**src/hdl/r2p_pkg.sv**
```systemverilog
// r2p_pkg: shared widths, constants and the per-cell data slice of the converter
// used by every module of the rectangular-to-polar pipeline; no dependencies
package r2p_pkg;

  localparam int IN_W       = 16;
  localparam int GUARD_BITS = 8;
  // working x/y: input times 256 grows by the cordic gain and sqrt(2)
  localparam int XW         = 27;
  // angle in radians times 2^24, pi plus the sum of all table entries
  localparam int ZW         = 28;
  localparam int MAX_STAGES = 24;
  localparam int GAIN_W     = 24;
  localparam int PROD_W     = (XW - 1) + GAIN_W;
  localparam int MAG_W      = 16;
  localparam int PH_W       = 16;
  localparam int PH_SHIFT   = 11;

  localparam logic signed [ZW-1:0] PI_ANGLE    = ZW'(52707179);
  localparam logic [GAIN_W-1:0]    INV_GAIN    = GAIN_W'(10188014);
  localparam logic signed [PH_W-1:0] PHASE_LIMIT = PH_W'(25736);

  typedef struct packed {
    logic                 vld;
    logic                 zero;
    logic                 last;
    logic signed [XW-1:0] x;
    logic signed [XW-1:0] y;
    logic signed [ZW-1:0] z;
  } r2p_slice_t;

  // round(atan(2^-i) * 2^24)
  function automatic logic signed [ZW-1:0] atan_entry(input int idx);
    logic signed [ZW-1:0] v;
    case (idx)
      0:  v = ZW'(13176795);
      1:  v = ZW'(7778716);
      2:  v = ZW'(4110060);
      3:  v = ZW'(2086331);
      4:  v = ZW'(1047214);
      5:  v = ZW'(524117);
      6:  v = ZW'(262123);
      7:  v = ZW'(131069);
      8:  v = ZW'(65536);
      9:  v = ZW'(32768);
      10: v = ZW'(16384);
      11: v = ZW'(8192);
      12: v = ZW'(4096);
      13: v = ZW'(2048);
      14: v = ZW'(1024);
      15: v = ZW'(512);
      16: v = ZW'(256);
      17: v = ZW'(128);
      18: v = ZW'(64);
      19: v = ZW'(32);
      20: v = ZW'(16);
      21: v = ZW'(8);
      22: v = ZW'(4);
      23: v = ZW'(2);
      default: v = '0;
    endcase
    return v;
  endfunction

endpackage

```
**src/hdl/r2p_cell.sv**
```systemverilog
// r2p_cell: one vectoring micro-rotation with its output register
// depends on r2p_pkg
module r2p_cell #(
  parameter int STAGE = 0
) (
  input  logic                clk,
  input  logic                rst_n,
  input  logic                en,
  input  r2p_pkg::r2p_slice_t slice_in,
  output r2p_pkg::r2p_slice_t slice_out
);
  import r2p_pkg::*;

  localparam logic signed [ZW-1:0] ANGLE = atan_entry(STAGE);

  logic signed [XW-1:0] dx;
  logic signed [XW-1:0] dy;
  r2p_slice_t           slice_nxt;
  r2p_slice_t           slice_r;

  assign dx = slice_in.y >>> STAGE;
  assign dy = slice_in.x >>> STAGE;

  always_comb begin
    slice_nxt = slice_in;
    // rotate toward the x axis, direction from the sign of y
    if (!slice_in.y[XW-1]) begin
      slice_nxt.x = slice_in.x + dx;
      slice_nxt.y = slice_in.y - dy;
      slice_nxt.z = slice_in.z + ANGLE;
    end else begin
      slice_nxt.x = slice_in.x - dx;
      slice_nxt.y = slice_in.y + dy;
      slice_nxt.z = slice_in.z - ANGLE;
    end
  end

  always_ff @(posedge clk) begin
    if (!rst_n) begin
      slice_r <= '0;
    end else if (en) begin
      slice_r <= slice_nxt;
    end
  end

  assign slice_out = slice_r;

endmodule

```
**config.mk**
```make
export PLATFORM = sky130hd
export DESIGN_NAME = r2p_cell
export DESIGN_NICKNAME = d
export VERILOG_FILES = /design/src/hdl/r2p_pkg.sv /design/src/hdl/r2p_cell.sv
export SDC_FILE = /design/constraint.sdc
export NUM_CORES = 1
export LEC_CHECK = 0
export ABC_AREA = 1
export BUFFER_PORTS_ARGS = -buffer_cell sky130_fd_sc_hd__buf_4
export CAP_MARGIN = 20
export CORE_UTILIZATION = 30
export CTS_BUF_LIST = sky130_fd_sc_hd__clkbuf_16
export DETAILED_ROUTE_END_ITERATION = 8
export HOLD_SLACK_MARGIN = 0.12
export PLACE_DENSITY = 0.46
export SLEW_MARGIN = 20
export SYNTH_ARGS = -nofsm -noshare
export SYNTH_HDL_FRONTEND = slang
export SYNTH_SLANG_ARGS = --single-unit
```
**constraint.sdc**
```tcl
create_clock -name clk -period 2.9 [get_ports clk]
set_input_delay 0.145 -clock clk [delete_from_list [all_inputs] [get_ports clk]]
set_output_delay 0.145 -clock clk [all_outputs]
set_load 0.02 [all_outputs]
```
==> out/metrics.cfg, run 1 <==
[yosys]
synth_xor_area_share_pct=2.47
synth_compound_area_share_pct=15.5
synthesis.nets=2091
synth-simple-area-share_pct=37.8
ys_ff_latch=84
yosys_warnings=0
synth_mux_area_share_pct=0
synth_edf_count=0
synth_area_per_cell_um2=5.83
synth_top_family_by_area=simple AND/OR/NAND/NOR gates
postSynthCellCount=1886
yosysSeqAreaShare_pct=15.3
synthAdderAreaFrac_pct=13.6
synth_area_um2=11000
synth_ff_type=dfxtp_1
yosysUniqueCellTypes=43
async_flop_share_pct=0

[status]
status=finished with violations
violations=design-rule violations

[placed_design]
preCtsSetupSlack_ns=0.326
io_buffers=172
finalWeightedCongestion=0.926
dpl_cell_area_um2=12600
hpwlAfterDp_um=35700

[clock_network]
clkTransAtPathRegs_ns=0.07
post-cts-setup-buffer-count=0
ctsLongestPathBuffers=2
cts_tree=done
cts.repair.resized=0
cts_max_level=3
cts_made_buffers=9
clock-sinks=84
insertion_delay_ns=0.35
cts-root-buf=clkbuf_16

[routing]
drt_pass1_iterations=8
wl_per_cell_um=17.1
vias=12100
ant_nets=0
vias_per_cell=4.84
drtIter0Drc=827
drt-total-wl_um=42600
drc_errors=13

[final_layout]
largest_reg_flops=84
area_growth_syn_to_layout_pct=17.7
antennaDiodeCount=0
regArea_um2=1680
multi_input_area_um2=7620
layout_commonest_cell=nand2_1
final_area_um2=12900
final_cell_mix=483 x nand2_1, 320 x inv_1, 193 x nor2_1
drive_above_1_share_pct=14.7
nNetsFinal=2230
n_fill_cell=4083

[pwr]
leakagePower_nw=7.11
vdd.ir_drop.worst_mv=0.226
p_per_area_nw_per_um2=391

[worst_setup_path]
rr_worst_depth=2
slowest_delay_ns=0.54
slowest_stage=dlygate4sd3_1
cp_data_arrival_time_ns=3.03
crit_fanout=4
critPathTopFamily=simple AND/OR/NAND/NOR gates
start_kind=primary input
crit_path_start=slice_in[55]
required_ns=3.14
rrSetupSlack_ns=2.10
r2r_start=slice_out[70]$_SDFFE_PN0P_
r2r_end=slice_out[70]$_SDFFE_PN0P_
worst-path-buf-inv=2
cp_common_cell=nand2_1
path_cells=dlygate4sd3_1, buf_4, ha_1, fa_1, o21bai_1, nand2_1, nand2_1, nand2_1, nand3_1, nand2_1, nand3_1, nand2_1, nor2_1, nor2_1
end_kind=register
path_class=primary input to register

[sta]
setup_viol_count_final=0
layout_setup_ws_ns=0.114
worstMarginPinSlew_ns=0.822
fin_setup_tns_ns=0
period_needed_ns=2.79
hold_viol_final=0
finalClockSkew_ns=0
period_share_pct=96.1
fmax_mhz=359
finalMaxSlewViolations=0
relSlewSlack_pct=45.2
rsz0062_at_grt=false

[grt]
grt_pass1_wl_um=66300
grt_max_degree=62
antenna_found_initial=0
grt_usage_pct=22.7
grt_pass1_vias=11500
grt_overflow_total=0

[min_path]
min_to=slice_out[18]$_SDFFE_PN0P_
hp-class=primary input to register
min_from=en
min_path_cells=4

[floorplan]
pin_count=173
fp.dieH_um=193
coreArea_um2=35800
num_rows=69
start_util_pct=30.7
dieArea_um2=37400
die_x_um=193

[run]
max-cap-violations=0

-- power by group --
part	switching [mW]	internal, mW	leakage, nW
Combinational	1.58	0.820	6.25
Sequential	0.0729	1.26	0.697
Clock	0.549	0.763	0.162
Total	2.20	2.85	7.11
-- worst max-delay path by stage --
stage                     cells past startpoint                          to
after global routing                         14  slice_out[52]$_SDFFE_PN0P_
after detailed placement                     14  slice_out[52]$_SDFFE_PN0P_
final                                        14  slice_out[52]$_SDFFE_PN0P_
after global placement                       14  slice_out[52]$_SDFFE_PN0P_
after floorplan                              15  slice_out[24]$_SDFFE_PN0P_
after CTS                                    14  slice_out[52]$_SDFFE_PN0P_
-- layer usage --
metal / global-route usage (%) / wire length (um) / vias up / share of wire (%)
met5: 0 / 0 / - / 0
met4: 8.74 / 1550 / 0 / 3.6
met3: 2.21 / 1860 / 52 / 4.4
met2: 38.7 / 19400 / 331 / 46
met1: 29.5 / 19800 / 5436 / 46
li1: - / - / 6235 / -
-- through the flow --
stage	power [mW]	hold slack (ns)	utilization, %	cells
detailed placement	3.75	0.372	35.0	2470
finish	5.05	0.181	36.1	2491
CTS	5.10	0.163	36.1	2491
floorplan	2.94	0.239	-	1886
global route	5.41	0.214	36.1	2491
global placement	3.75	0.367	35.0	2470
-- area by class of cell --
| type | count | share of cell area, % |
|---|---|---|
| flip-flops and latches | 84 | 13.0 |
| inverters | 339 | 9.84 |
| clock buffers | 9 | 1.74 |
| multi-input cells | 1399 | 58.9 |
| well taps | 461 | 4.46 |
| repair buffers | 192 | 11.2 |
| clock inverters | 7 | 0.764 |
-- synthesized netlist by cell type, types with 18 or more instances --
master,instances,area (um2)
dfxtp_1,84,1680
xor2_1,23,201
o21bai_1,23,173
inv_1,319,1200
nand3_1,163,816
o21ai_1,25,125
o21ai_0,78,390
nand2_1,483,1810
clkbuf_1,28,105
buf_6,20,225
ha_1,113,1410
a21oi_1,128,641
o211ai_1,19,143
nor2_1,193,724
nand4_1,29,181
nor2_2,30,188
inv_2,18,67.6
-- timing repair --
item / in CTS / in global routing
hold endpoints to repair: 5 / 0
hold buffers: 5 / 0
endpoints found under the setup margin: 0 / 0
-- cell families (layout without fill, tap and decap cells) --
| logic type | after synthesis | in the layout |
|---|---|---|
| and+or+nand+nor | 951 | 951 |
| xor gates and xnor gates | 31 | 31 |
| adders and majority gates | 117 | 117 |
| DFF | 84 | 84 |
| buffers and inverters | 403 | 547 |
| AOI/OAI and AO/OA | 300 | 300 |
-- worst register-to-register path, cell delays in order (launching register included) --
cell and delay (ns):
dfxtp_1 0.49, nand2_1 0.09, a21oi_1 0.16
Note: power is estimated with default switching activity, not from simulation.
==> inputs of run 2 (changes only) <==
--- a/config.mk
+++ b/config.mk
@@ -11,6 +11,7 @@
 export CORE_UTILIZATION = 30
 export CTS_BUF_LIST = sky130_fd_sc_hd__clkbuf_16
 export DETAILED_ROUTE_END_ITERATION = 8
+export GPL_TIMING_DRIVEN = 0
 export HOLD_SLACK_MARGIN = 0.12
 export PLACE_DENSITY = 0.46
 export SLEW_MARGIN = 20
==> run 2 against run 1 <==
The run still ends with design-rule violations left. Final cell count increased by 1.9%. Non-clock buffer count increased by 47. Worst setup slack improved by 0.38 ns. Design area increased by 1.9%. Sequential cell count unchanged. Critical endpoint is now slice_out[20]$_SDFFE_PN0P_. Highest routed layer unchanged.
==> out/metrics.cfg, run 2 (synthesis results as in run 1) <==
[worst_setup_path]
rr_worst_depth=4  ; +2
path_cells=buf_4, buf_2, inv_4, fa_1, nand3_1, nand2_1, nand3_1, nand2_1, a21oi_1, nand2b_1, nand2_1, nand2_1, nand3_1, nand2_1, inv_1
r2r_end=slice_out[48]$_SDFFE_PN0P_
slowest_delay_ns=0.47  ; -0.07 ns
required_ns=3.14  ; about the same
cp_data_arrival_time_ns=2.65  ; -0.38 ns
timing.critical_path.depth=15  ; +1
rrSetupSlack_ns=2.16  ; +0.06 ns
crit_path_start=slice_in[54]
cp-endpoint=slice_out[20]$_SDFFE_PN0P_
end_kind=register
crit_fanout=32  ; +28
worst-path-buf-inv=4  ; +2
critPathTopFamily=simple AND/OR/NAND/NOR gates
slowest_stage=fa_1
r2r_start=slice_out[48]$_SDFFE_PN0P_
start_kind=primary input
path_class=primary input to register
cp_common_cell=nand2_1

[routing]
ant_nets=0  ; unchanged
wl_per_cell_um=18.3  ; +7.1%
drt-total-wl_um=46500  ; +9.2%
vias=12400  ; +3.0%
drt_pass1_iterations=8  ; unchanged
drc_errors=13  ; unchanged
drtIter0Drc=839  ; +1.5%
vias_per_cell=4.89  ; +1.1%

[sta]
hold_viol_final=0  ; unchanged
relSlewSlack_pct=24.8  ; -20 points
hold_slack_ns=0.129  ; -0.0525 ns
period_share_pct=83.0  ; -13 points
period_needed_ns=2.41  ; -0.380 ns
rsz0062_at_grt=false
setup_viol_count_final=0  ; unchanged
fin_setup_tns_ns=0  ; unchanged
finalClockSkew_ns=0  ; unchanged
fmax_mhz=416  ; +16%
worstMarginPinSlew_ns=1.13  ; +0.306 ns
finalMaxSlewViolations=0  ; unchanged

[pwr]
power_frac_seq_pct=26.8  ; +0.3 points
power_switching_mw=2.26  ; +2.5%
clock_power_share_pct=22.7  ; -3.3 points
p_per_area_nw_per_um2=377  ; -3.4%
pwr-share-comb_pct=50.4  ; +2.8 points
internal-power_mw=2.71  ; -4.7%
leakagePower_nw=7.20  ; +1.3%
switching_share_pct=45.5  ; +1.8 points
vdd.ir_drop.worst_mv=0.199  ; -12%
p_total_mw=4.97  ; -1.6%

[floorplan]
die_x_um=193  ; unchanged
dieArea_um2=37400  ; unchanged
num_rows=69  ; unchanged
coreArea_um2=35800  ; unchanged
fp.dieH_um=193  ; unchanged
start_util_pct=30.7  ; unchanged
pin_count=173  ; unchanged

[run]
max-cap-violations=0  ; unchanged

[placed_design]
finalWeightedCongestion=0.940  ; +1.4%
hpwlAfterDp_um=39600  ; +11%
io_buffers=171  ; -0.58%

[final_layout]
drive_above_1_share_pct=15.0  ; +0.29 points
area_growth_syn_to_layout_pct=19.9
n_fill_cell=4090  ; +0.17%
largest_reg_flops=84  ; unchanged
antennaDiodeCount=0  ; unchanged
final_cell_mix=483 x nand2_1, 320 x inv_1, 193 x nor2_1
layout_commonest_cell=nand2_1
multi_input_area_um2=7620  ; unchanged
nNetsFinal=2277  ; +2.1%
regArea_um2=1680  ; unchanged

[clock_network]
cts-root-buf=clkbuf_16
ctsLongestPathBuffers=2  ; unchanged
insertion_delay_ns=0.35  ; about the same
post-cts-setup-buffer-count=0  ; unchanged
cts_max_level=3  ; unchanged
clock-sinks=84  ; unchanged
clkTransAtPathRegs_ns=0.07  ; about the same
cts_tree=done
cts_made_buffers=9  ; unchanged

[grt]
grt_usage_pct=24.6  ; +1.9 points
antenna_found_initial=0  ; unchanged
grt_overflow_total=0  ; unchanged
grt_pass1_vias=11700  ; +1.1%
grt_max_degree=33  ; -47%
grt_pass1_wl_um=69900  ; +5.4%

[min_path]
hp-class=primary input to register

[status]
status=finished with violations
violations=design-rule violations

==> run 2: cell types whose count changed in the layout (fill, tap and decap cells not counted), sizes merged <==
cell,before,now
buf,187,207
bufinv,2,0
clkbuf,9,36
clkinv,4,5
clkinvlp,0,2
inv,340,339
==> run 2: timing repair <==
action / CTS / global route
endpoints found under the hold margin: 5 / 0
setup endpoints to repair: 3 / 1
pin swaps: 0 / 0
gates resized for setup: 0 / 2
hold buffers: 5 / 0
==> run 2: area by class of cell <==
cell class                 count  share of cell area, %
multi-input combinational   1399                   57.8
clock buffer                   9                   1.71
inverter                     339                   9.68
timing repair buffer         176                   10.1
sequential                    84                   12.8
buffer                        63                   3.10
clock inverter                 7                  0.408
tap                          461                   4.38
==> run 2: power by group through the flow <==
stage | Sequential (mW) | Clock (mW) | Combinational, mW
4_1_cts | 1.34 | 1.16 | 2.50
3_5_place_dp | 1.36 | 0 | 2.49
5_1_grt | 1.35 | 1.20 | 2.76
3_3_place_gp | 1.36 | 0 | 2.48
6_report | 1.33 | 1.13 | 2.51
2_1_floorplan | 1.47 | 0 | 1.47
==> run 2: metal layers <==
layer	GRT usage [%]	routed length, um	vias up
li1	-	-	6329
met1	31.9	21100	5666
met2	43.6	22000	379
met3	2.14	2270	44
met4	6.10	1060	0
met5	0	0	-
==> run 2: worst min path at each step <==
stage / from / to / slack, ns / depth (start not counted)
detailed placement: slice_in[0] / slice_out[0]$_SDFFE_PN0P_ / 0.37 / 2
global route: slice_in[55] / slice_out[55]$_SDFFE_PN0P_ / 0.14 / 3
floorplan: slice_in[0] / slice_out[0]$_SDFFE_PN0P_ / 0.24 / 1
CTS: slice_in[55] / slice_out[55]$_SDFFE_PN0P_ / 0.14 / 3
finish: slice_in[55] / slice_out[55]$_SDFFE_PN0P_ / 0.13 / 3
global placement: slice_in[0] / slice_out[0]$_SDFFE_PN0P_ / 0.37 / 2
==> run 2: through the flow <==
step | instances | worst slack, ns | instance area (um2) | utilization [%]
2_1_floorplan | 1886 | 0.438 | 11000 | -
3_3_place_gp | 2518 | -0.956 | 12800 | 35.9
3_5_place_dp | 2518 | -0.365 | 12800 | 35.9
4_1_cts | 2538 | 0.280 | 13200 | 36.8
5_1_grt | 2538 | 0.249 | 13200 | 36.8
6_report | 2538 | 0.494 | 13200 | 36.8
==> run 2: worst register-to-register path, cell delays in order (launching register included) <==
cell	delay, ns
dfxtp_1	0.34
nor2_1	0.11
nor2_1	0.05
o21ai_1	0.10
inv_1	0.04
