### src/hdl/r2p_pkg.sv
// r2p_pkg: shared widths, constants and the per-cell data slice of the converter
// used by every module of the rectangular-to-polar pipeline; no dependencies
package r2p_pkg;

  localparam int IN_W       = 16;
  localparam int GUARD_BITS = 8;
  // working x/y: input times 256 grows by the cordic gain and sqrt(2)
  localparam int XW         = 27;
  // angle in radians times 2^24, pi plus the sum of all table entries
  localparam int ZW         = 28;
  localparam int MAX_STAGES = 24;
  localparam int GAIN_W     = 24;
  localparam int PROD_W     = (XW - 1) + GAIN_W;
  localparam int MAG_W      = 16;
  localparam int PH_W       = 16;
  localparam int PH_SHIFT   = 11;

  localparam logic signed [ZW-1:0] PI_ANGLE    = ZW'(52707179);
  localparam logic [GAIN_W-1:0]    INV_GAIN    = GAIN_W'(10188014);
  localparam logic signed [PH_W-1:0] PHASE_LIMIT = PH_W'(25736);

  typedef struct packed {
    logic                 vld;
    logic                 zero;
    logic                 last;
    logic signed [XW-1:0] x;
    logic signed [XW-1:0] y;
    logic signed [ZW-1:0] z;
  } r2p_slice_t;

  // round(atan(2^-i) * 2^24)
  function automatic logic signed [ZW-1:0] atan_entry(input int idx);
    logic signed [ZW-1:0] v;
    case (idx)
      0:  v = ZW'(13176795);
      1:  v = ZW'(7778716);
      2:  v = ZW'(4110060);
      3:  v = ZW'(2086331);
      4:  v = ZW'(1047214);
      5:  v = ZW'(524117);
      6:  v = ZW'(262123);
      7:  v = ZW'(131069);
      8:  v = ZW'(65536);
      9:  v = ZW'(32768);
      10: v = ZW'(16384);
      11: v = ZW'(8192);
      12: v = ZW'(4096);
      13: v = ZW'(2048);
      14: v = ZW'(1024);
      15: v = ZW'(512);
      16: v = ZW'(256);
      17: v = ZW'(128);
      18: v = ZW'(64);
      19: v = ZW'(32);
      20: v = ZW'(16);
      21: v = ZW'(8);
      22: v = ZW'(4);
      23: v = ZW'(2);
      default: v = '0;
    endcase
    return v;
  endfunction

endpackage

### src/hdl/r2p_post.sv
// r2p_post: gain correction multiply, rounding and clamping of both results
// depends on r2p_pkg; holds the output register of the result channel
module r2p_post (
  input  logic                          clk,
  input  logic                          rst_n,
  input  logic                          en,
  input  r2p_pkg::r2p_slice_t           slice_in,
  output logic                          out_vld,
  output logic [r2p_pkg::MAG_W-1:0]     out_mag,
  output logic signed [r2p_pkg::PH_W-1:0] out_phase,
  output logic                          out_lst
);
  import r2p_pkg::*;

  localparam int PH_FULL_W = ZW + 1 - PH_SHIFT;

  logic [XW-2:0]               x_pos;
  logic [PROD_W-1:0]           prod_nxt;
  logic signed [ZW:0]          z_bias;
  logic signed [PH_FULL_W-1:0] ph_full;
  logic signed [PH_W-1:0]      ph_nxt;

  logic                        vld_a_r;
  logic                        zero_a_r;
  logic                        last_a_r;
  logic [PROD_W-1:0]           prod_r;
  logic signed [PH_W-1:0]      ph_a_r;

  logic [PROD_W:0]             mag_sum;
  logic [PROD_W-32:0]          mag_full;
  logic [MAG_W-1:0]            mag_nxt;

  logic                        vld_r;
  logic                        last_r;
  logic [MAG_W-1:0]            mag_r;
  logic signed [PH_W-1:0]      ph_r;

  // x below zero counts as zero magnitude
  assign x_pos    = slice_in.x[XW-1] ? '0 : slice_in.x[XW-2:0];
  assign prod_nxt = PROD_W'(x_pos) * PROD_W'(INV_GAIN);

  assign z_bias  = {slice_in.z[ZW-1], slice_in.z} + (ZW+1)'(1024);
  assign ph_full = PH_FULL_W'(z_bias >>> PH_SHIFT);

  always_comb begin
    if (ph_full > PH_FULL_W'(PHASE_LIMIT)) begin
      ph_nxt = PHASE_LIMIT;
    end else if (ph_full < -PH_FULL_W'(PHASE_LIMIT)) begin
      ph_nxt = -PHASE_LIMIT;
    end else begin
      ph_nxt = ph_full[PH_W-1:0];
    end
  end

  always_ff @(posedge clk) begin
    if (!rst_n) begin
      vld_a_r <= 1'b0;
      vld_r   <= 1'b0;
    end else if (en) begin
      vld_a_r <= slice_in.vld;
      vld_r   <= vld_a_r;
    end
  end

  always_ff @(posedge clk) begin
    if (en) begin
      zero_a_r <= slice_in.zero;
      last_a_r <= slice_in.last;
      prod_r   <= prod_nxt;
      ph_a_r   <= slice_in.zero ? '0 : ph_nxt;
    end
  end

  assign mag_sum  = {1'b0, prod_r} + (PROD_W+1)'(64'h8000_0000);
  assign mag_full = mag_sum[PROD_W:32];

  always_comb begin
    if (zero_a_r) begin
      mag_nxt = '0;
    end else if (mag_full > (PROD_W-31)'(16'hFFFF)) begin
      mag_nxt = '1;
    end else begin
      mag_nxt = mag_full[MAG_W-1:0];
    end
  end

  always_ff @(posedge clk) begin
    if (en) begin
      last_r <= last_a_r;
      mag_r  <= mag_nxt;
      ph_r   <= ph_a_r;
    end
  end

  assign out_vld   = vld_r;
  assign out_mag   = mag_r;
  assign out_phase = ph_r;
  assign out_lst   = last_r;

endmodule

### config.mk
export PLATFORM = sky130hd
export DESIGN_NAME = r2p_post
export DESIGN_NICKNAME = d
export VERILOG_FILES = /design/src/hdl/r2p_pkg.sv /design/src/hdl/r2p_post.sv
export SDC_FILE = /design/constraint.sdc
export NUM_CORES = 1
export LEC_CHECK = 0
export BUFFER_PORTS_ARGS = -buffer_cell sky130_fd_sc_hd__buf_2
export CAP_MARGIN = 20
export CORE_ASPECT_RATIO = 1.5
export CORE_MARGIN = 4
export CORE_UTILIZATION = 30
export DETAILED_ROUTE_END_ITERATION = 12
export PLACE_DENSITY = 0.43
export SLEW_MARGIN = 30
export SYNTH_ARGS = -nofsm -noshare
export SYNTH_HDL_FRONTEND = slang
export SYNTH_SLANG_ARGS = --single-unit
### constraint.sdc
create_clock -name clk -period 15.6 [get_ports clk]
set_input_delay 3.12 -clock clk [delete_from_list [all_inputs] [get_ports clk]]
set_output_delay 3.12 -clock clk [all_outputs]
set_load 0.02 [all_outputs]
==> results of run 1 <==
-- cells in the mapped netlist (3+ instances only) --
master / count
a31oi_1: 3
and3_1: 8
and2_1: 29
a221oi_1: 3
clkbuf_1: 37
a21boi_0: 3
nor2_1: 61
ha_1: 227
and4_1: 5
nand3_1: 25
nand2_1: 48
a31o_2: 3
a21o_1: 27
or3_1: 4
nor3_1: 19
inv_1: 436
buf_1: 4
o21bai_1: 5
nor2b_1: 37
buf_2: 5
nand4b_1: 3
fa_1: 259
o31ai_1: 8
nand2b_1: 23
edfxtp_1: 70
nor4_1: 5
nor3b_1: 4
a21oi_1: 75
xor2_1: 35
o221ai_1: 3
mux2i_1: 4
and2_0: 3
o21ai_0: 34
o211ai_1: 13
or2_2: 6
o21a_1: 4
nand4_1: 19
a211oi_1: 11
xnor2_1: 81
-- layout by cell type (no fill, tap or decap), types with 4 or more instances in the layout --
| master | n |
|---|---|
| inv_1 | 436 |
| fa_1 | 259 |
| ha_1 | 227 |
| buf_2 | 84 |
| xnor2_1 | 81 |
| a21oi_1 | 75 |
| edfxtp_1 | 70 |
| nor2_1 | 60 |
| nand2_1 | 48 |
| nor2b_1 | 35 |
| xor2_1 | 35 |
| o21ai_0 | 34 |
| and2_1 | 29 |
| a21o_1 | 27 |
| nand3_1 | 25 |
| nand2b_1 | 23 |
| nand4_1 | 19 |
| nor3_1 | 19 |
| o211ai_1 | 13 |
| buf_4 | 11 |
| a211oi_1 | 10 |
| clkbuf_16 | 9 |
| and3_1 | 8 |
| o31ai_1 | 8 |
| or2_2 | 6 |
| o21bai_1 | 5 |
| and4_1 | 5 |
| nor4_1 | 5 |
| o21a_1 | 4 |
| nor3b_1 | 4 |
| or3_1 | 4 |
| mux2i_1 | 4 |
-- per-stage QoR --
step                cells  hold WS, ns  setup WS, ns
finish               2443       0.4247         3.935
global route         2443       0.4348         3.665
CTS                  2442       0.4240         3.928
detailed placement   2426       0.4045         3.618
global placement     2426       0.4029         3.681
floorplan            1692       0.4003         5.439
-- registers in the layout (all words and copies together), names as in the netlist --
register   count
vld_a_r        1
out_mag       16
prod_r        19
ph_a_r        16
last_a_r       1
zero_a_r       1
out_lst        1
out_phase     16
out_vld        1
-- per-layer routing --
| layer | up-vias | part of all wire [%] |
|---|---|---|
| met4 | 0 | 5.7 |
| met1 | 5748 | 37 |
| li1 | 5492 | - |
| met2 | 146 | 56 |
| met3 | 66 | 1.3 |
| met5 | - | 0 |
-- power by group through the flow --
stage,registers [W],logic [W],clock network [W]
final,0.000333,0.00343,0.000202
after global routing,0.000339,0.00391,0.000216
after CTS,0.000334,0.00351,0.000209
after detailed placement,0.000337,0.00349,0
after global placement,0.000337,0.00349,0
after floorplan,0.000340,0.00239,0
-- kinds of logic (layout without fill, tap and decap cells) --
| group | Yosys count | after routing |
|---|---|---|
| AO/OA/AOI/OAI | 217 | 217 |
| flip-flops | 72 | 72 |
| XOR/XNOR | 116 | 116 |
| multiplexers | 5 | 5 |
| adder cells (fa/ha/maj) | 487 | 487 |
| buffers and inverters | 486 | 548 |
| AND/OR/NAND/NOR | 309 | 309 |
-- worst max-delay path, delay by kind of cell --
| family | cells | cell delay, ns |
|---|---|---|
| adder cells (fa/ha/maj) | 8 | 4.15 |
| AO/OA/AOI/OAI | 5 | 1.63 |
| AND/OR/NAND/NOR | 3 | 1.53 |
| buffers and inverters | 7 | 1.35 |
-- worst max-delay path by stage --
| stage | end | depth (start not counted) | startpoint | slack (ns) |
|---|---|---|---|---|
| 2_1_floorplan | prod_r[44] | 23 | slice_in[81] | 5.44 |
| 3_3_place_gp | prod_r[44] | 23 | slice_in[81] | 3.68 |
| 3_5_place_dp | prod_r[44] | 23 | slice_in[81] | 3.62 |
| 4_1_cts | prod_r[44] | 23 | slice_in[81] | 3.93 |
| 5_1_grt | prod_r[44] | 23 | slice_in[81] | 3.66 |
| 6_report | prod_r[44] | 23 | slice_in[81] | 3.93 |
-- layout make-up --
type / instances / area (um2) / share of cell area (%)
Clock buffer: 10 / 229.0 / 1.296
Clock inverter: 6 / 58.81 / 0.3329
Inverter: 436 / 1637 / 9.265
Multi-Input combinational cell: 1134 / 12200 / 69.09
Sequential cell: 72 / 2142 / 12.13
Tap cell: 689 / 862.1 / 4.881
Timing Repair Buffer: 96 / 530.5 / 3.003
==> impl_metrics.tcl, run 1 <==
set metrics [dict create \
    synthDominantCellAreaShare_pct 32.04 \
    grt.met1_usage_pct 18.49 \
    io_buffers 84 \
    synth_fa_ha_area_share_pct 49.66 \
    ys_seq_area_share_pct 13.24 \
    hold_viol_final 0 \
    postCtsSetupBuffers 0 \
    synthArstFlopShare_pct 0 \
    grt_busiest_layer "met2" \
    track_usage_pct 16.86 \
    die_x_um 197.6 \
    synth_warnings 0 \
    holdBufCountCts 0 \
    crit_arrival_ns 11.82 \
    pwr-share-seq_pct 8.4 \
    rows 104 \
    critPathLaunchType "input pin" \
    fmax_mhz 85.72 \
    synth_compound_area_share_pct 8.800 \
    cts_buffers 9 \
    cp_slowest_cell "fa_1" \
    cp-end-kind "register" \
    drive_above_1_share_pct 7.811 \
    dp_hpwl_um 41130 \
    final_cell_area_um2 17660 \
    yosysTopAreaCell "fa_1" \
    fill_cells 5593 \
    slew_headroom_pct 45.18 \
    drt-wirelength-per-cell_um 19.16 \
    grt_pass1_wl_um 74660 \
    start_util_pct 30.25 \
    clockRootBuffer "clkbuf_16" \
    via_count 11452 \
    use_met2_pct 32.91 \
    synthTopCellsByArea "fa_1, ha_1, edfxtp_1, inv_1, xnor2_1" \
    htree_levels 3 \
    r2r-end "out_mag[2]" \
    min-delay-start "ph_a_r[2]" \
    place_area_um2 17340 \
    wl_um 46810 \
    initialDrtViolationCount 395 \
    grt_pass1_vias 12903 \
    nets 2323 \
    synth_top_family_by_area "adder cells" \
    netlist_instances 1692 \
    fin_total_pwr_w 0.003964 \
    p_leak_nw 8.816 \
    grt_overflow 0 \
    worstPathRequired_ns 15.75 \
    worstMarginPinSlew_ns 0.8161 \
    synth-edff-count 70 \
    hold_end "out_phase[2]" \
    swShare_pct 55.62 \
    ys_types 73 \
    vias_per_cell 4.688 \
    remaining_drc_errors 0 \
    whs_path_depth 0 \
    dieHeight_um 292.4 \
    setup_viol 0 \
    ant_nets 0 \
    first_pass_iters 5 \
    worstPathCellList "buf_2 > buf_4 > nand2b_1 > inv_1 > fa_1 > inv_1 > fa_1 > fa_1 > inv_1 > fa_1 > fa_1 > fa_1 > inv_1 > fa_1 > inv_1 > ha_1 > a21o_1 > o21bai_1 > a211oi_1 > nand4_1 > a311oi_2 > or4b_2 > o211ai_1" \
    maxCapViolCount 0 \
    muxShareOfSynthArea_pct 0.3170 \
    ctsResizeCount 0 \
    cp_max_fo 61 \
    status "finished clean" \
    max_stage_delay_ns 0.64 \
    clock-sinks 72 \
    syn_to_final_growth_pct 9.163 \
    coreArea_um2 53480 \
    syn_area_um2 16180 \
    final.setup_skew_ns 0.008969 \
    switching_power_w 0.002205 \
    fin_util_pct 33.03 \
    die_area_um2 57790 \
    synth-seq-cells 72 \
    synthSimpleGateAreaFrac_pct 10.29 \
    r2r_slack_ns 12.77 \
    syn_area_per_cell_um2 9.563 \
    ios 122 \
    internal-power_w 0.001759 \
    path_clk_slew_ns 0.06 \
    grt_setup_unrepaired "no" \
    antenna_found_initial 0 \
    synth_xor_area_share_pct 6.279 \
    insertion_delay_ns 0.33 \
    ir_drop_uv 264.7 \
    tns_ns 0 \
    p_per_area_nw_per_um2 224.4 \
    combPwrFrac_pct 86.5 \
    grt_max_degree 73 \
    worstHoldPathType "reg2reg" \
    worstReg2RegStart "prod_r[37]" \
    synthFlopType "edfxtp_1" \
    cts_tree "built" \
    antenna_cells 0 \
    power_frac_clock_pct 5.1 \
    fin_crit_sh_pct 74.78 \
    fin_crit_ns 11.67 \
    ff2ff_path_depth 7 \
    slew_violations 0 \
    path_class "in2reg" \
    cts_buffer_depth 2 \
    syn_nets 2266 \
    grt_use_met3_pct 0.8515 \
    crit_top_cell "fa_1" \
    place.gp.congestion 0.8736 \
]
No activity file was read; power rests on OpenSTA's default activity.
==> run 2: changes to the inputs <==
--- a/config.mk
+++ b/config.mk
@@ -11,7 +11,7 @@
 export CORE_MARGIN = 4
 export CORE_UTILIZATION = 30
 export DETAILED_ROUTE_END_ITERATION = 12
-export PLACE_DENSITY = 0.43
+export PLACE_DENSITY = 0.44
 export SLEW_MARGIN = 30
 export SYNTH_ARGS = -nofsm -noshare
 export SYNTH_HDL_FRONTEND = slang
==> constraint.sdc (replaced) <==
create_clock -name clk -period 10.4 [get_ports clk]
set_input_delay 2.08 -clock clk [delete_from_list [all_inputs] [get_ports clk]]
set_output_delay 2.08 -clock clk [all_outputs]
set_load 0.02 [all_outputs]
==> impl_metrics.tcl, run 2 (synthesis results as in run 1) <==
set metrics [dict create \
    cts_tree "built" \
    grt_overflow 0 \
    dieHeight_um 292.4 \
    coreArea_um2 53480 \
    status "finished clean" \
    ir_drop_uv 297.2 \
    min-delay-start "ph_a_r[8]" \
    worstReg2RegStart "prod_r[37]" \
    layout_common_cells "inv_1, fa_1, ha_1, buf_2, xnor2_1" \
    remaining_drc_errors 0 \
    p_leak_nw 8.888 \
    fill_cells 5553 \
    rows 104 \
    crit_arrival_ns 9.52 \
    cp-startpoint "slice_in[81]" \
    grt_pass1_vias 13070 \
    post-place-ws_ns 0.5534 \
    drive_above_1_share_pct 8.855 \
    setup_ws_ns 0.9650 \
    regMostFlops "prod_r" \
    via_count 11585 \
    die_area_um2 57790 \
    start_util_pct 30.25 \
    setup_viol 0 \
    final.setup_skew_ns 0.007261 \
    maxCapViolCount 0 \
    htree_levels 3 \
    slew_headroom_pct 38.13 \
    initialDrtViolationCount 403 \
    tns_ns 0 \
    dp_hpwl_um 41610 \
    cp_slowest_cell "fa_1" \
    path_class "in2reg" \
    crit_top_cell "fa_1" \
    antenna_cells 0 \
    cts_buffer_depth 2 \
    ios 122 \
    die_x_um 197.6 \
    multiInputGateArea_um2 12200 \
    critPathLaunchType "input pin" \
    fin_crit_sh_pct 90.72 \
    worstPathRequired_ns 10.48 \
    place.gp.congestion 0.8725 \
    fin_util_pct 33.23 \
    fmax_mhz 106.0 \
    slew_violations 0 \
    p_per_area_nw_per_um2 335.2 \
    grt_max_degree 73 \
    largest_reg_flops 19 \
    wl_um 46950 \
    postCtsSetupBuffers 0 \
    hold_viol_final 0 \
    cts_buffers 9 \
    fin_crit_ns 9.435 \
    clock-sinks 72 \
    first_pass_iters 4 \
    holdBufCountCts 0 \
    regArea_um2 2142 \
    clockRootBuffer "clkbuf_16" \
    antenna_found_initial 1 \
    worstPathCellList "buf_2 > nand2b_1 > inv_1 > ha_1 > fa_1 > inv_1 > fa_1 > inv_1 > fa_1 > fa_1 > fa_1 > inv_1 > fa_1 > inv_1 > ha_1 > nand2_1 > o21ai_0 > o21ai_0 > a211oi_1 > buf_4 > o211a_1 > nor2_1 > o311ai_0" \
    io_buffers 84 \
    grt_setup_unrepaired "no" \
    ant_nets 0 \
    worstHoldPathType "reg2reg" \
    worstMarginPinSlew_ns 0.9281 \
    nets 2342 \
    fin_total_pwr_w 0.005958 \
    fin_hold_ws_ns 0.4159 \
    track_usage_pct 16.86 \
    drt-wirelength-per-cell_um 19.07 \
    grt_pass1_wl_um 74760 \
    max_stage_delay_ns 0.66 \
    cp_max_fo 28 \
    cp-end-kind "register" \
    syn_to_final_growth_pct 9.844 \
    final_common_cell "inv_1" \
    ctsResizeCount 0 \
    path_clk_slew_ns 0.06 \
    insertion_delay_ns 0.33 \
    vias_per_cell 4.706 \
]
-- run 2: per-layer routing --
metal / wire length [um] / GRT usage (%) / vias up
li1: - / - / 5534
met1: 16210 / 17.43 / 5785
met2: 27060 / 33.92 / 185
met3: 901 / 1.047 / 81
met4: 2772 / 7.696 / 0
met5: 0 / 0 / -
-- run 2: worst paths after layout --
path,endpoint,slack [ns],cells past startpoint
worst max-delay path,prod_r[48],0.97,23
worst min-delay path,out_phase[8],0.42,0
worst max register to register,out_mag[12],7.57,7
worst min register to register,out_phase[8],0.42,0
-- run 2: metrics by stage --
stage          instance area [um2]  cells
2_1_floorplan                16180   1692
3_3_place_gp                 17490   2446
3_5_place_dp                 17490   2446
4_1_cts                      17770   2462
5_1_grt                      17770   2462
6_report                     17770   2462
-- run 2: where the power goes --
group          leakage, nW  internal [W]  total, W  switching (W)
sequential           0.701      0.000462  0.000500      0.0000383
combinational         8.06       0.00201   0.00517        0.00316
clock                0.127      0.000168  0.000286       0.000118
total                 8.89       0.00264   0.00596        0.00331
-- run 2: worst max-delay path, delay by kind of cell --
kind	cells	cell delay, ns
adder cells (fa/ha/maj)	8	3.97
buffers and inverters	7	1.18
AO/OA/AOI/OAI	5	1.69
AND/OR/NAND/NOR	3	0.57
-- run 2: layout make-up --
type,count,area share [%]
clock buffers,10,1.345
clock inverters,6,0.2464
inverters,436,9.208
multi-input cells,1134,68.62
flip-flops and latches,72,12.05
well taps,689,4.850
repair buffers,115,3.675
==> run 3: changes to the inputs <==
--- a/config.mk
+++ b/config.mk
@@ -12,6 +12,7 @@
 export CORE_UTILIZATION = 30
 export DETAILED_ROUTE_END_ITERATION = 12
 export PLACE_DENSITY = 0.44
+export REMOVE_ABC_BUFFERS = 1
 export SLEW_MARGIN = 30
 export SYNTH_ARGS = -nofsm -noshare
 export SYNTH_HDL_FRONTEND = slang
==> impl_metrics.tcl, run 3 (synthesis results as in run 1) <==
set metrics [dict create \
    final_common_cell "inv_1" \
    fill_cells 5593 \
    vias_per_cell 4.657 \
    htree_levels 3 \
    wl_um 46920 \
    via_count 11480 \
    grt_max_degree 73 \
    critPathLaunchType "input pin" \
    ctsResizeCount 0 \
    initialDrtViolationCount 329 \
    dp_hpwl_um 41990 \
    cp_max_fo 25 \
    worstPathCellList "buf_2 > nand2b_1 > buf_4 > inv_1 > fa_1 > inv_1 > fa_1 > fa_1 > inv_1 > fa_1 > fa_1 > fa_1 > inv_1 > fa_1 > inv_1 > ha_1 > a21o_1 > o21bai_1 > a211oi_1 > buf_4 > a31oi_1 > a311oi_2 > or4b_2 > o211ai_1" \
    cp_slowest_cell "fa_1" \
    slew_headroom_pct 36.29 \
    holdBufCountCts 0 \
    io_buffers 84 \
    worstPathRequired_ns 10.56 \
    rows 104 \
    path_class "in2reg" \
    antenna_cells 0 \
    clockRootBuffer "clkbuf_16" \
    die_x_um 197.6 \
    grt_pass1_vias 13063 \
    first_pass_iters 4 \
    path_clk_slew_ns 0.05 \
    cts_tree "built" \
    cp-end-kind "register" \
    postCtsSetupBuffers 0 \
    ant_nets 0 \
    track_usage_pct 16.99 \
    tns_ns 0 \
    final.setup_skew_ns 0.01125 \
    cts_buffer_depth 2 \
    clock-sinks 72 \
    max_stage_delay_ns 0.62 \
    crit_arrival_ns 9.65 \
    fin_total_pwr_w 0.005980 \
    ios 122 \
    ir_drop_uv 287.2 \
    p_leak_nw 8.909 \
    drt-wirelength-per-cell_um 19.03 \
    largest_reg_flops 19 \
    syn_to_final_growth_pct 9.906 \
    start_util_pct 30.25 \
    antenna_found_initial 0 \
    status "finished clean" \
    grt_pass1_wl_um 75070 \
    crit_top_cell "fa_1" \
    drive_above_1_share_pct 8.896 \
    worstHoldPathType "reg2reg" \
    maxCapViolCount 0 \
    dieHeight_um 292.4 \
    die_area_um2 57790 \
    insertion_delay_ns 0.33 \
    place.gp.congestion 0.9008 \
    cts_buffers 9 \
    remaining_drc_errors 0 \
    hold_viol_final 0 \
    worstMarginPinSlew_ns 0.9536 \
    regMostFlops "prod_r" \
    coreArea_um2 53480 \
    fin_crit_sh_pct 91.18 \
    layout_common_cells "inv_1, fa_1, ha_1, buf_2, xnor2_1" \
    grt_overflow 0 \
    p_per_area_nw_per_um2 336.3 \
    nets 2345 \
    grt_setup_unrepaired "no" \
    fmax_mhz 105.5 \
    slew_violations 0 \
    fin_crit_ns 9.483 \
    setup_viol 0 \
]
==> run 3: cell count changes in the layout (fill, tap and decap cells not counted), sizes merged <==
| cell | before | now |
|---|---|---|
| clkinvlp | 4 | 1 |
| buf | 115 | 118 |
| inv | 437 | 438 |
| clkinv | 1 | 3 |
==> run 3: worst max-delay path: cells and delay by family <==
kind	cells	cell delay, ns
fa+ha+maj	8	4.11
buf+inv	8	1.28
compound gates	6	1.36
simple gates	2	0.79
==> run 3: stage by stage <==
| stage | hold slack (ns) | setup slack (ns) | cell area [um2] | util [%] | instances |
|---|---|---|---|---|---|
| 2_1_floorplan | 0.4003 | 1.828 | 15970 | - | 1642 |
| 3_3_place_gp | 0.4009 | 0.5134 | 17510 | 32.74 | 2449 |
| 3_5_place_dp | 0.4045 | 0.5820 | 17510 | 32.74 | 2449 |
| 4_1_cts | 0.4201 | 0.8729 | 17780 | 33.25 | 2465 |
| 5_1_grt | 0.4245 | 0.5509 | 17780 | 33.25 | 2465 |
| 6_report | 0.4205 | 0.9171 | 17780 | 33.25 | 2465 |
==> run 3: area by class of cell <==
cell class / count / area, um2 / area share (%)
Clock buffer: 10 / 229.0 / 1.288
Clock inverter: 6 / 43.79 / 0.2463
Inverter: 436 / 1637 / 9.203
Multi-Input combinational cell: 1134 / 12190 / 68.57
Sequential cell: 72 / 2142 / 12.05
Tap cell: 689 / 862.1 / 4.848
Timing Repair Buffer: 118 / 675.6 / 3.799
==> run 3: final timing paths <==
check	to	start	depth (start not counted)	slack, ns
worst max register to register	out_mag[8]	prod_r[37]	7	7.71
worst min register to register	out_phase[9]	ph_a_r[9]	0	0.42
worst min-delay path	out_phase[9]	ph_a_r[9]	0	0.42
worst max-delay path	prod_r[44]	slice_in[81]	24	0.92
==> run 3: metal layers <==
metal / part of all wire (%) / vias up / GRT usage, %
met1: 34 / 5700 / 17.23
met2: 59 / 174 / 34.55
met4: 5.6 / 0 / 7.797
met5: 0 / - / 0
li1: - / 5533 / -
met3: 2.1 / 73 / 1.059
==> run 3: where the power goes <==
group	internal (W)	total, W	switching [W]
combinational	0.00201	0.00520	0.00319
clock	0.000162	0.000279	0.000117
sequential	0.000462	0.000500	0.0000381
